File: src/imh_pkg.sv
// Shared types and constants of the indexed min-heap.
package imh_pkg;

  localparam int NumItems = 1024;
  localparam int IdxW     = $clog2(NumItems);
  localparam int CntW     = IdxW + 1;
  localparam int KeyW     = 32;

  typedef logic [IdxW-1:0] idx_t;
  typedef logic [CntW-1:0] cnt_t;
  typedef logic [KeyW-1:0] key_t;

  // Request operation codes.
  typedef enum logic [1:0] {
    OP_UPDATE = 2'd0,
    OP_REMOVE = 2'd1,
    OP_POP    = 2'd2,
    OP_NOP    = 2'd3
  } op_t;

  // Commands from the controller to the datapath.
  typedef enum logic [3:0] {
    CMD_NONE,
    CMD_CLEAR,
    CMD_LOAD,
    CMD_LOOKUP,
    CMD_DECIDE,
    CMD_RM,
    CMD_POP,
    CMD_UP_RD,
    CMD_UP_MOVE,
    CMD_DN_RD,
    CMD_DN_MOVE,
    CMD_PLACE,
    CMD_TOP_RD,
    CMD_RESULT
  } cmd_t;

  // One heap slot.
  typedef struct packed {
    idx_t item;
    key_t key;
  } slot_t;

  // One position map entry.
  typedef struct packed {
    logic present;
    idx_t slot;
  } pos_t;

  // Status from the datapath to the controller.
  typedef struct packed {
    op_t  op;
    logic present;
    logic cnt_zero;
    logic clr_last;
    logic rm_same;
    logic rm_down;
    logic up_move;
    logic left_ok;
    logic dn_move;
    logic out_busy;
  } stat_t;

endpackage

File: src/imh_ctrl.sv
// Sequencer that steps the heap datapath through each request.
module imh_ctrl
  import imh_pkg::*;
(
  input  logic  clk,
  input  logic  rst_n,
  input  logic  in_valid,
  output logic  in_stall,
  input  stat_t stat,
  output cmd_t  cmd
);

  typedef enum logic [3:0] {
    ST_CLEAR, ST_IDLE, ST_LOOKUP, ST_DECIDE, ST_RM, ST_POP, ST_UP_RD, ST_UP_CMP,
    ST_DN_RD, ST_DN_CMP, ST_PLACE, ST_TOP_RD, ST_RESULT
  } state_t;

  state_t state_r, state_nxt;
  logic   try_down_r, try_down_nxt;

  // Next state and command.
  always_comb begin
    state_nxt    = state_r;
    try_down_nxt = try_down_r;
    cmd          = CMD_NONE;
    unique case (state_r)
      ST_CLEAR: begin
        cmd = CMD_CLEAR;
        if (stat.clr_last) state_nxt = ST_IDLE;
      end
      ST_IDLE: begin
        if (in_valid) begin
          cmd       = CMD_LOAD;
          state_nxt = ST_LOOKUP;
        end
      end
      ST_LOOKUP: begin
        cmd       = CMD_LOOKUP;
        state_nxt = ST_DECIDE;
      end
      ST_DECIDE: begin
        cmd = CMD_DECIDE;
        unique case (stat.op)
          OP_UPDATE: begin
            try_down_nxt = stat.present;
            state_nxt    = ST_UP_RD;
          end
          OP_REMOVE: state_nxt = stat.present ? ST_RM : ST_TOP_RD;
          OP_POP:    state_nxt = stat.cnt_zero ? ST_TOP_RD : ST_POP;
          default:   state_nxt = ST_TOP_RD;
        endcase
      end
      ST_RM: begin
        cmd          = CMD_RM;
        try_down_nxt = 1'b0;
        priority if (stat.rm_same) state_nxt = ST_TOP_RD;
        else if (stat.rm_down)     state_nxt = ST_DN_RD;
        else                       state_nxt = ST_UP_RD;
      end
      ST_POP: begin
        cmd       = CMD_POP;
        state_nxt = stat.cnt_zero ? ST_TOP_RD : ST_DN_RD;
      end
      ST_UP_RD: begin
        cmd       = CMD_UP_RD;
        state_nxt = ST_UP_CMP;
      end
      ST_UP_CMP: begin
        priority if (stat.up_move) begin
          cmd          = CMD_UP_MOVE;
          try_down_nxt = 1'b0;
          state_nxt    = ST_UP_RD;
        end else if (try_down_r) begin
          state_nxt = ST_DN_RD;
        end else begin
          state_nxt = ST_PLACE;
        end
      end
      ST_DN_RD: begin
        if (stat.left_ok) begin
          cmd       = CMD_DN_RD;
          state_nxt = ST_DN_CMP;
        end else begin
          state_nxt = ST_PLACE;
        end
      end
      ST_DN_CMP: begin
        if (stat.dn_move) begin
          cmd       = CMD_DN_MOVE;
          state_nxt = ST_DN_RD;
        end else begin
          state_nxt = ST_PLACE;
        end
      end
      ST_PLACE: begin
        cmd       = CMD_PLACE;
        state_nxt = ST_TOP_RD;
      end
      ST_TOP_RD: begin
        cmd       = CMD_TOP_RD;
        state_nxt = ST_RESULT;
      end
      ST_RESULT: begin
        if (!stat.out_busy) begin
          cmd       = CMD_RESULT;
          state_nxt = ST_IDLE;
        end
      end
      default: state_nxt = ST_IDLE;
    endcase
  end

  // State and flag registers.
  always_ff @(posedge clk) begin
    if (!rst_n) begin
      state_r    <= ST_CLEAR;
      try_down_r <= 1'b0;
    end else begin
      state_r    <= state_nxt;
      try_down_r <= try_down_nxt;
    end
  end

  assign in_stall = (state_r != ST_IDLE);

endmodule

File: config.mk
export PLATFORM = sky130hd
export DESIGN_NAME = imh_ctrl
export DESIGN_NICKNAME = d
export VERILOG_FILES = /design/src/imh_pkg.sv /design/src/imh_ctrl.sv
export SDC_FILE = /design/constraint.sdc
export NUM_CORES = 1
export LEC_CHECK = 0
export BUFFER_PORTS_ARGS = -buffer_cell sky130_fd_sc_hd__buf_2
export CAP_MARGIN = 20
export CORE_MARGIN = 3
export CORE_UTILIZATION = 35
export CTS_BUF_LIST = sky130_fd_sc_hd__clkbuf_4
export DETAILED_ROUTE_END_ITERATION = 12
export PLACE_DENSITY = 0.63
export SKIP_LAST_GASP = 1
export SYNTH_ARGS = -nofsm -noshare
export SYNTH_HDL_FRONTEND = slang
export SYNTH_SLANG_ARGS = --single-unit
File: constraint.sdc
create_clock -name clk -period 1.8 [get_ports clk]
set_input_delay 0.18 -clock clk [delete_from_list [all_inputs] [get_ports clk]]
set_output_delay 0.18 -clock clk [all_outputs]
set_load 0.02 [all_outputs]
# Word level (Yosys, flattened, before mapping)
# Cells that the tools add are included.
# totals
regBits,5
in_bits,14
# op_classes
n_mux,23
eq_ne,20
reduce_logical,5
# op_table
cell,n
4-bit one-hot mux with 13 select lines,2
4-bit two-way mux,12
4-bit equality test (second input constant),5
4-bit by 3-bit equality test with 1-bit output (second input constant),4
4-bit one-hot mux with 3 select lines,1
2-bit two-way mux,5
2-bit inequality test (second input constant),5
4-bit by 2-bit equality test with 1-bit output (second input constant),2
3-bit AND reduction,2
4-bit by 1-bit equality test with 1-bit output (second input constant),1
4-bit logical NOT,1
4-bit by 1-bit inequality test with 1-bit output (second input constant),1
1-bit one-hot mux with 3 select lines,1
3-bit nonzero test,1
2-bit by 1-bit equality test with 1-bit output (second input constant),1
2-bit equality test (second input constant),1
2-bit logical NOT,1
1-bit two-way mux,2

# Longest topological paths before layout
# Gate-level depths: netlist of the first run.
# depth
depth_word,3
mapped_depth,6
depth_no_buf,4

# Worst setup path after synthesis of the first run
# No wires, ideal clock.
# synth_timing
kind,flip-flop to output port
startpoint,register state_r[1]
endpoint,output cmd[3]
t_required_ps,1620
arrival_time_ps,1373
path_stages_with_launch,6
slack_ps,247
cell_sequence,dfxtp_1 buf_2 buf_2 o21ai_0 o31ai_1 o21ai_0
# synth_between
elab_chain_cells,2
elab_cells_between_ends,14
# synth_rtl
element,line_no,rtl
start: declaration,imh_ctrl.sv:18,"state_t state_r, state_nxt;"
start signal: assignment,imh_ctrl.sv:119,state_r <= state_nxt;
"4-bit equality test, or another cell as far along",imh_ctrl.sv:26,unique case (state_r)
4-bit one-hot mux with 13 select lines (*),imh_ctrl.sv:26,
end: declaration,imh_ctrl.sv:10,output cmd_t cmd
# Every way passes the cells marked *; elsewhere a longest branch is shown, timed or not.

# Worst setup path in the final report of the first run
# layout_timing
startpoint,register state_r[3]
endpoint,output cmd[1]
# Same word-level chain as after synthesis.

==> key figures, run 1 <==
Setup path
  • Reg2reg path depth: 4
  • Kind of critical path: reg2out
  • Top fanout value on the critical path: 14
  • Cell family with most CP delay: simple AND/OR/NAND/NOR gates
  • CP max stage delay: 430 ps
  • Highest-delay cell along the critical path: dfxtp_1
  • Worst flop-to-flop path endpoint: try_down_r$_SDFFE_PN0P_
  • CP required: 1620 ps
  • Buf/Inv on CP: 1
  • Crit end category: output port
  • Worst r2r src: state_r[0]$_SDFFE_PN0P_
  • WP data arrival: 1500 ps
  • R2r setup slk: roughly 360 ps
  • CP Cell Sequence: or2_2 > nor2_1 > o21ai_0 > and3b_1 > buf_2
  • Startpoint Class: register

Final layout
  • Nets@finish: 124
  • Filler cell count: 164
  • Antenna cells: 0
  • Share of cells above drive strength 1: 31.2%
  • Area grow syn2layout: 23.8%
  • Non-Filler Instances: 125
  • Commonest non-fill, non-tap cells in the layout: buf_2, o21ai_0, a21oi_1, nand2_1, nor2_1
  • Core Util, Final: between 40% and 50%
  • Commonest non-fill, non-tap cell in the layout: buf_2

Routing
  • Post-route antenna net violation count: 0
  • Iteration-0 DRC Markers: 24
  • DRT Pass-1 Iters: 4
  • Via count: 755
  • Via/cell ratio: 6.04
  • # DRC: 0
  • Routed wire length: 1780 um
  • WL per Instance: ~14 um

Pwr
  • Peak VDD IR: 0.000270 V
  • Pwr Density: ~520 nW/um^2
  • Static Leak: 0.308 nW

GRT
  • Global route overflow: 0
  • Largest net degree at the start of global routing: 20
  • Global-route wire length before repair: around 3000 um
  • Total track usage: 18.0%
  • Antenna violations before repair: 0
  • Vias in the first global route: between 600 and 700

Timing
  • RSZ-0062 raised after global routing: false
  • Slew @ Worst Pin: 413 ps
  • Fin. Hold Viols: 0
  • Final setup fails: 0
  • Clock skew: 1.31 ps
  • Pins over their slew limit: 0
  • Final hold slack: 220 ps
  • Post-route setup TNS: 0 ps
  • Relative slew slack: 71.8%
  • Worst Setup Slack, final: 117 ps
  • Period minus WS final: 1680 ps
  • Period utilization: 93.5%
  • Max Fclk: between 500 and 600 MHz

Floorplanning
  • Die area: approximately 2300 sq um
  • Number of placement rows: 14
  • Initial Utilization: 38.8%
  • Top-Level Pins: 19
  • Die Y: between 40 and 50 um
  • Core area: between 1500 and 2000 sq um
  • Die X: 47.6 um

Logic synthesis
  • Syn. warnings: 0
  • Simple-gate share of the synthesized area: 31.9%
  • Syn Nets: about 100
  • Post-synth top area share: 16.6%
  • Sequential share of the synthesized area: 16.6%
  • Synth Area in Adders: 0%
  • Post-synth top area cell: dfxtp_1
  • Yosys reg bits: 5
  • Mapped Cells: 90
  • Top post-synthesis cells by area: dfxtp_1, a21oi_1, o21ai_0
  • Post-synthesis cell type count: 35
  • Post-Syn Area: around 600 sq um
  • EDFF count, synth: 0
  • Syn avg cell area: about 6.7 sq um
  • Async SR Flop Fraction: 0%
  • Ys flop type: dfxtp_1
  • Compound-Gate Fraction of Synth Area: 40.4%
  • Post-synthesis mux area share: 3.31%
  • Xor and xnor area share after synthesis: 0%
  • Largest family of logic cells by synthesized area: compound AO/OA/AOI/OAI gates

Hold path
  • Hold_sp: rst_n
  • Hold path endpoint: state_r[1]$_SDFFE_PN0P_
  • Hold Path Stages: 3
  • Hold Crit Class: in2reg

Clock network
  • Skew-Pair Late Insertion Delay: 240 ps
  • Clock Tree Buf Depth: 2
  • Clk root buf: clkbuf_4
  • H-tree levels: 1
  • Clk sinks: 5
  • Num CTS Buffers: 3
  • CTS tree: done
  • Reg clk slew, reported paths: roughly 50 ps
  • Post-CTS Setup Inserts: 0

Placement
  • Setup WS pre-CTS: 225 ps
  • Post-Place Cells: 121
  • Post-DP HPWL: roughly 1400 um
  • Final Wtd Congestion: 0.857
  • IO Port Bufs: 18

Run
  • Max Cap Violations: 0

Run status
  • Status: finished, final reports clean
cell families after synthesis:
group,Yosys count
buf+inv,11
flops,5
compound gates,37
mux,2
simple gates,35
registers in the layout, indices dropped and copies added (netlist names):
register    flops
try_down_r      1
state_r         4
worst reg2reg max path: stages, from the launching register on:
cell     delay (ps)
dfxtp_1         470
nand2_2         150
or4_4           430
a21oi_2         150
mux2i_1         170
repair_timing:
action | CTS | global route
resized for setup | 0 | 2
setup endpoints to repair | 0 | 3
endpoints found under the hold margin | 0 | 0
hold buffers | 0 | 0
layer usage:
layer  vias up  share of wire (%)  track usage (%)
met2        28                 47             29.1
met3         0                7.6             5.26
met5         -                  0                0
met1       349                 46             24.9
li1        378                  -                -
met4         0                  0             1.08
how the worst max path moves through the flow:
| stage | start | end | slack, ps | cells past startpoint |
|---|---|---|---|---|
| 6_report | state_r[3]$_SDFFE_PN0P_ | cmd[1] | 120 | 5 |
| 5_1_grt | state_r[3]$_SDFFE_PN0P_ | cmd[3] | 20 | 5 |
| 4_1_cts | state_r[2]$_SDFFE_PN0P_ | cmd[1] | 10 | 5 |
| 3_5_place_dp | state_r[1]$_SDFFE_PN0P_ | try_down_r$_SDFFE_PN0P_ | 230 | 4 |
| 3_3_place_gp | state_r[1]$_SDFFE_PN0P_ | try_down_r$_SDFFE_PN0P_ | 200 | 4 |
| 2_1_floorplan | state_r[1]$_SDFFE_PN0P_ | cmd[3] | 250 | 5 |
stage by stage:
| stage | instance area, sq um | total power [mW] |
|---|---|---|
| final | 748 | 0.391 |
| after global routing | 748 | 0.419 |
| after CTS | 746 | 0.395 |
| after floorplan | 604 | 0.195 |
| after global placement | 716 | 0.245 |
| after detailed placement | 716 | 0.245 |
power by group:
group          internal (mW)  total (mW)  switching, mW  leakage, nW
combinational         0.0499       0.118         0.0677        0.248
clock                 0.0990       0.148         0.0490       0.0184
sequential             0.115       0.125         0.0104       0.0416
final cells by class:
cell class | instances | area, sq um | area share (%)
clock buffer | 4 | 30.0 | 4.01
multi-input combinational | 74 | 457 | 61.0
timing repair buffer | 23 | 128 | 17.1
inverter | 3 | 11.3 | 1.51
sequential | 5 | 103 | 13.7
tap | 16 | 20.0 | 2.68
cells in the mapped netlist, types with 2 or more instances:
| master | instances |
|---|---|
| clkbuf_1 | 3 |
| nand3b_1 | 3 |
| o22ai_1 | 2 |
| dfxtp_1 | 5 |
| buf_2 | 5 |
| nand2_1 | 8 |
| a21oi_1 | 8 |
| a31oi_1 | 3 |
| nand2b_1 | 4 |
| o31ai_1 | 5 |
| nor2_1 | 7 |
| nor3b_1 | 2 |
| mux2i_1 | 2 |
| inv_1 | 3 |
| nand3_1 | 3 |
| o21ai_0 | 8 |
Note: power is estimated with default switching activity, not from simulation.
==> inputs of run 2 (changes only) <==
--- a/config.mk
+++ b/config.mk
@@ -7,11 +7,12 @@
 export LEC_CHECK = 0
 export BUFFER_PORTS_ARGS = -buffer_cell sky130_fd_sc_hd__buf_2
 export CAP_MARGIN = 20
-export CORE_MARGIN = 3
+export CORE_MARGIN = 2
 export CORE_UTILIZATION = 35
 export CTS_BUF_LIST = sky130_fd_sc_hd__clkbuf_4
 export DETAILED_ROUTE_END_ITERATION = 12
 export PLACE_DENSITY = 0.63
+export SETUP_SLACK_MARGIN = 0.4
 export SKIP_LAST_GASP = 1
 export SYNTH_ARGS = -nofsm -noshare
 export SYNTH_HDL_FRONTEND = slang
==> constraint.sdc (replaced) <==
create_clock -name clk -period 1.8 [get_ports clk]
set_input_delay 0 -clock clk [delete_from_list [all_inputs] [get_ports clk]]
set_output_delay 0 -clock clk [all_outputs]
set_load 0.02 [all_outputs]
==> run 2 against run 1 <==
Total power increased by 8.6%. Register-to-register slack gained 60 ps. Cell count grew 8.8%. First-iteration DRC count up 100%. Largest power group is now combinational logic. Via count up 10%. Clock power increased by 3%. Routed wire length rose by 18%. Design area up 27%. Sequential cell count did not move. Non-clock buffer count is 10 higher.
==> key figures, run 2 (same netlist as run 1, synthesis figures left out) <==
Setup path
  • Worst flop-to-flop path endpoint: state_r[1]$_SDFFE_PN0P_
  • Top fanout value on the critical path: 3 (-11)
  • CP required: 1800 ps (+180 ps)
  • CP Cell Sequence: buf_8 > or2_4 > nor2_4 > o21ai_2 > and3b_1 > buf_6
  • R2r setup slk: 420 ps (+60 ps)
  • Reg2reg path depth: 7 (+3)
  • Startpoint Class: register
  • Worst r2r src: state_r[2]$_SDFFE_PN0P_
  • Highest-delay cell along the critical path: dfxtp_4
  • Kind of critical path: reg2out
  • Crit end category: output port
  • WP data arrival: 1420 ps (-80 ps)
  • Cell family with most CP delay: simple AND/OR/NAND/NOR gates
  • CP max stage delay: 340 ps (-90 ps)
  • Buf/Inv on CP: 2 (+1)

Final layout
  • Largest register by flop count: state_r
  • Commonest non-fill, non-tap cell in the layout: buf_2
  • Max FFs per register: 4 (unchanged)
  • Share of cells above drive strength 1: 46.2% (+15 points)
  • Nets@finish: 134 (+8.1%)
  • Commonest non-fill, non-tap cells in the layout: buf_2, buf_4, a21oi_1, nand2_1, nor2_1
  • Antenna cells: 0 (unchanged)
  • Top flop regs: state_r (4), try_down_r (1)
  • Area grow syn2layout: 56.9%

Hold path
  • Hold_sp: stat[8]
  • Hold path endpoint: try_down_r$_SDFFE_PN0P_
  • Hold Crit Class: in2reg
  • Hold Path Stages: 3 (unchanged)

Timing
  • Clock skew: 0.393 ps (-0.920 ps)
  • Post-route setup TNS: 0 ps (unchanged)
  • Period minus WS final: 1420 ps (-268 ps)
  • RSZ-0062 raised after global routing: true
  • Slew @ Worst Pin: 320 ps (-92.5 ps)
  • Pins over their slew limit: 0 (unchanged)
  • Max Fclk: 706 MHz (+19%)
  • Relative slew slack: 78.6% (+6.8 points)
  • Period utilization: 78.7% (-15 points)
  • Final setup fails: 0 (unchanged)
  • Fin. Hold Viols: 0 (unchanged)

Floorplanning
  • Initial Utilization: 36.2% (-2.6 points)
  • Number of placement rows: 15 (+1)
  • Die Y: 45.6 um (-4.2%)
  • Top-Level Pins: 19 (unchanged)
  • Die X: 45.6 um (-4.2%)
  • Die area: 2080 sq um (-8.2%)
  • Core area: 1670 sq um (+7.1%)

GRT
  • Vias in the first global route: 735 (+7.8%)
  • Global route overflow: 0 (unchanged)
  • Global-route wire length before repair: 3170 um (+5.8%)
  • Antenna violations before repair: 0 (unchanged)
  • Largest net degree at the start of global routing: 16 (-20%)
  • Total track usage: 21.2% (+3.2 points)

Routing
  • # DRC: 0 (unchanged)
  • Via/cell ratio: 6.13 (+1.4%)
  • DRT Pass-1 Iters: 4 (unchanged)
  • Iteration-0 DRC Markers: 49 (+100%)
  • Via count: 833 (+10%)
  • Post-route antenna net violation count: 0 (unchanged)
  • WL per Instance: 15.5 um (+8.8%)
  • Routed wire length: 2100 um (+18%)

Clock network
  • Num CTS Buffers: 3 (unchanged)
  • Clk sinks: 5 (unchanged)
  • Reg clk slew, reported paths: 50 ps (about the same)
  • CTS tree: done
  • Clock Tree Buf Depth: 2 (unchanged)
  • H-tree levels: 1 (unchanged)
  • Clk root buf: clkbuf_4
  • Skew-Pair Late Insertion Delay: 250 ps (about the same)

Pwr
  • Pwr Total: 425 uW (+8.6%)
  • Static Leak: 0.382 nW (+24%)
  • Peak VDD IR: 0.000282 V (+4.3%)
  • Pwr Density: 448 nW/um^2 (-14%)

Placement
  • IO Port Bufs: 18 (unchanged)
  • Final Wtd Congestion: 0.841 (-1.9%)

Run status
  • Status: finished, final reports clean

Run
  • Max Cap Violations: 0 (unchanged)
run 2: where the power goes:
group          internal [mW]  switching [mW]  total, mW  leakage (nW)
combinational         0.0691          0.0838      0.153         0.320
clock                 0.0993          0.0536      0.153        0.0184
sequential             0.112         0.00685      0.119        0.0432
total                  0.280           0.144      0.425         0.382
run 2: timing repair:
| action | 4_1_cts | 5_1_grt |
|---|---|---|
| pin swaps | 6 | 4 |
| hold buffers | 0 | 0 |
| setup endpoints to repair | 6 | 6 |
| resized for setup | 20 | 19 |
| setup buffers | 8 | 3 |
run 2: layer usage:
| layer | wire length, um | global-route usage (%) | up-vias |
|---|---|---|---|
| met4 | 63 | 14.1 | 0 |
| met5 | 0 | 0 | - |
| met2 | 1020 | 34.4 | 35 |
| met3 | 128 | 7.14 | 8 |
| li1 | - | - | 398 |
| met1 | 888 | 23.3 | 392 |
run 2: worst max-delay path by stage:
stage               slack, ps                    start                       to  depth (start not counted)
floorplan                 430  state_r[1]$_SDFFE_PN0P_                   cmd[3]                          5
global placement          370  state_r[2]$_SDFFE_PN0P_                   cmd[1]                          6
finish                    380  state_r[2]$_SDFFE_PN0P_                   cmd[1]                          6
global route              320  state_r[2]$_SDFFE_PN0P_  state_r[1]$_SDFFE_PN0P_                          7
detailed placement        360  state_r[2]$_SDFFE_PN0P_                   cmd[1]                          6
CTS                       400  state_r[2]$_SDFFE_PN0P_                   cmd[1]                          6
run 2: tightest hold or removal path, cell delays in order:
cell     delay [ps]
buf_2           120
nand3_1          60
mux2i_1          60
run 2: through the flow:
step                setup slack [ps]  hold slack [ps]  util (%)  area, sq um  std cells
floorplan                        427              116         -          604         90
global placement                 367              283      42.5          709        121
detailed placement               362              286      42.5          709        121
CTS                              399             19.0      51.8          865        133
global route                     319             56.2      56.8          948        136
finish                           384             35.0      56.8          948        136
run 2: cell type report:
| cell class | instances | area, sq um |
|---|---|---|
| repair buffers | 33 | 255 |
| fillers | 142 | 722 |
| inverters | 3 | 15.0 |
| clock buffers | 4 | 30.0 |
| flip-flops and latches | 5 | 113 |
| well taps | 17 | 21.3 |
| multi-input cells | 74 | 514 |
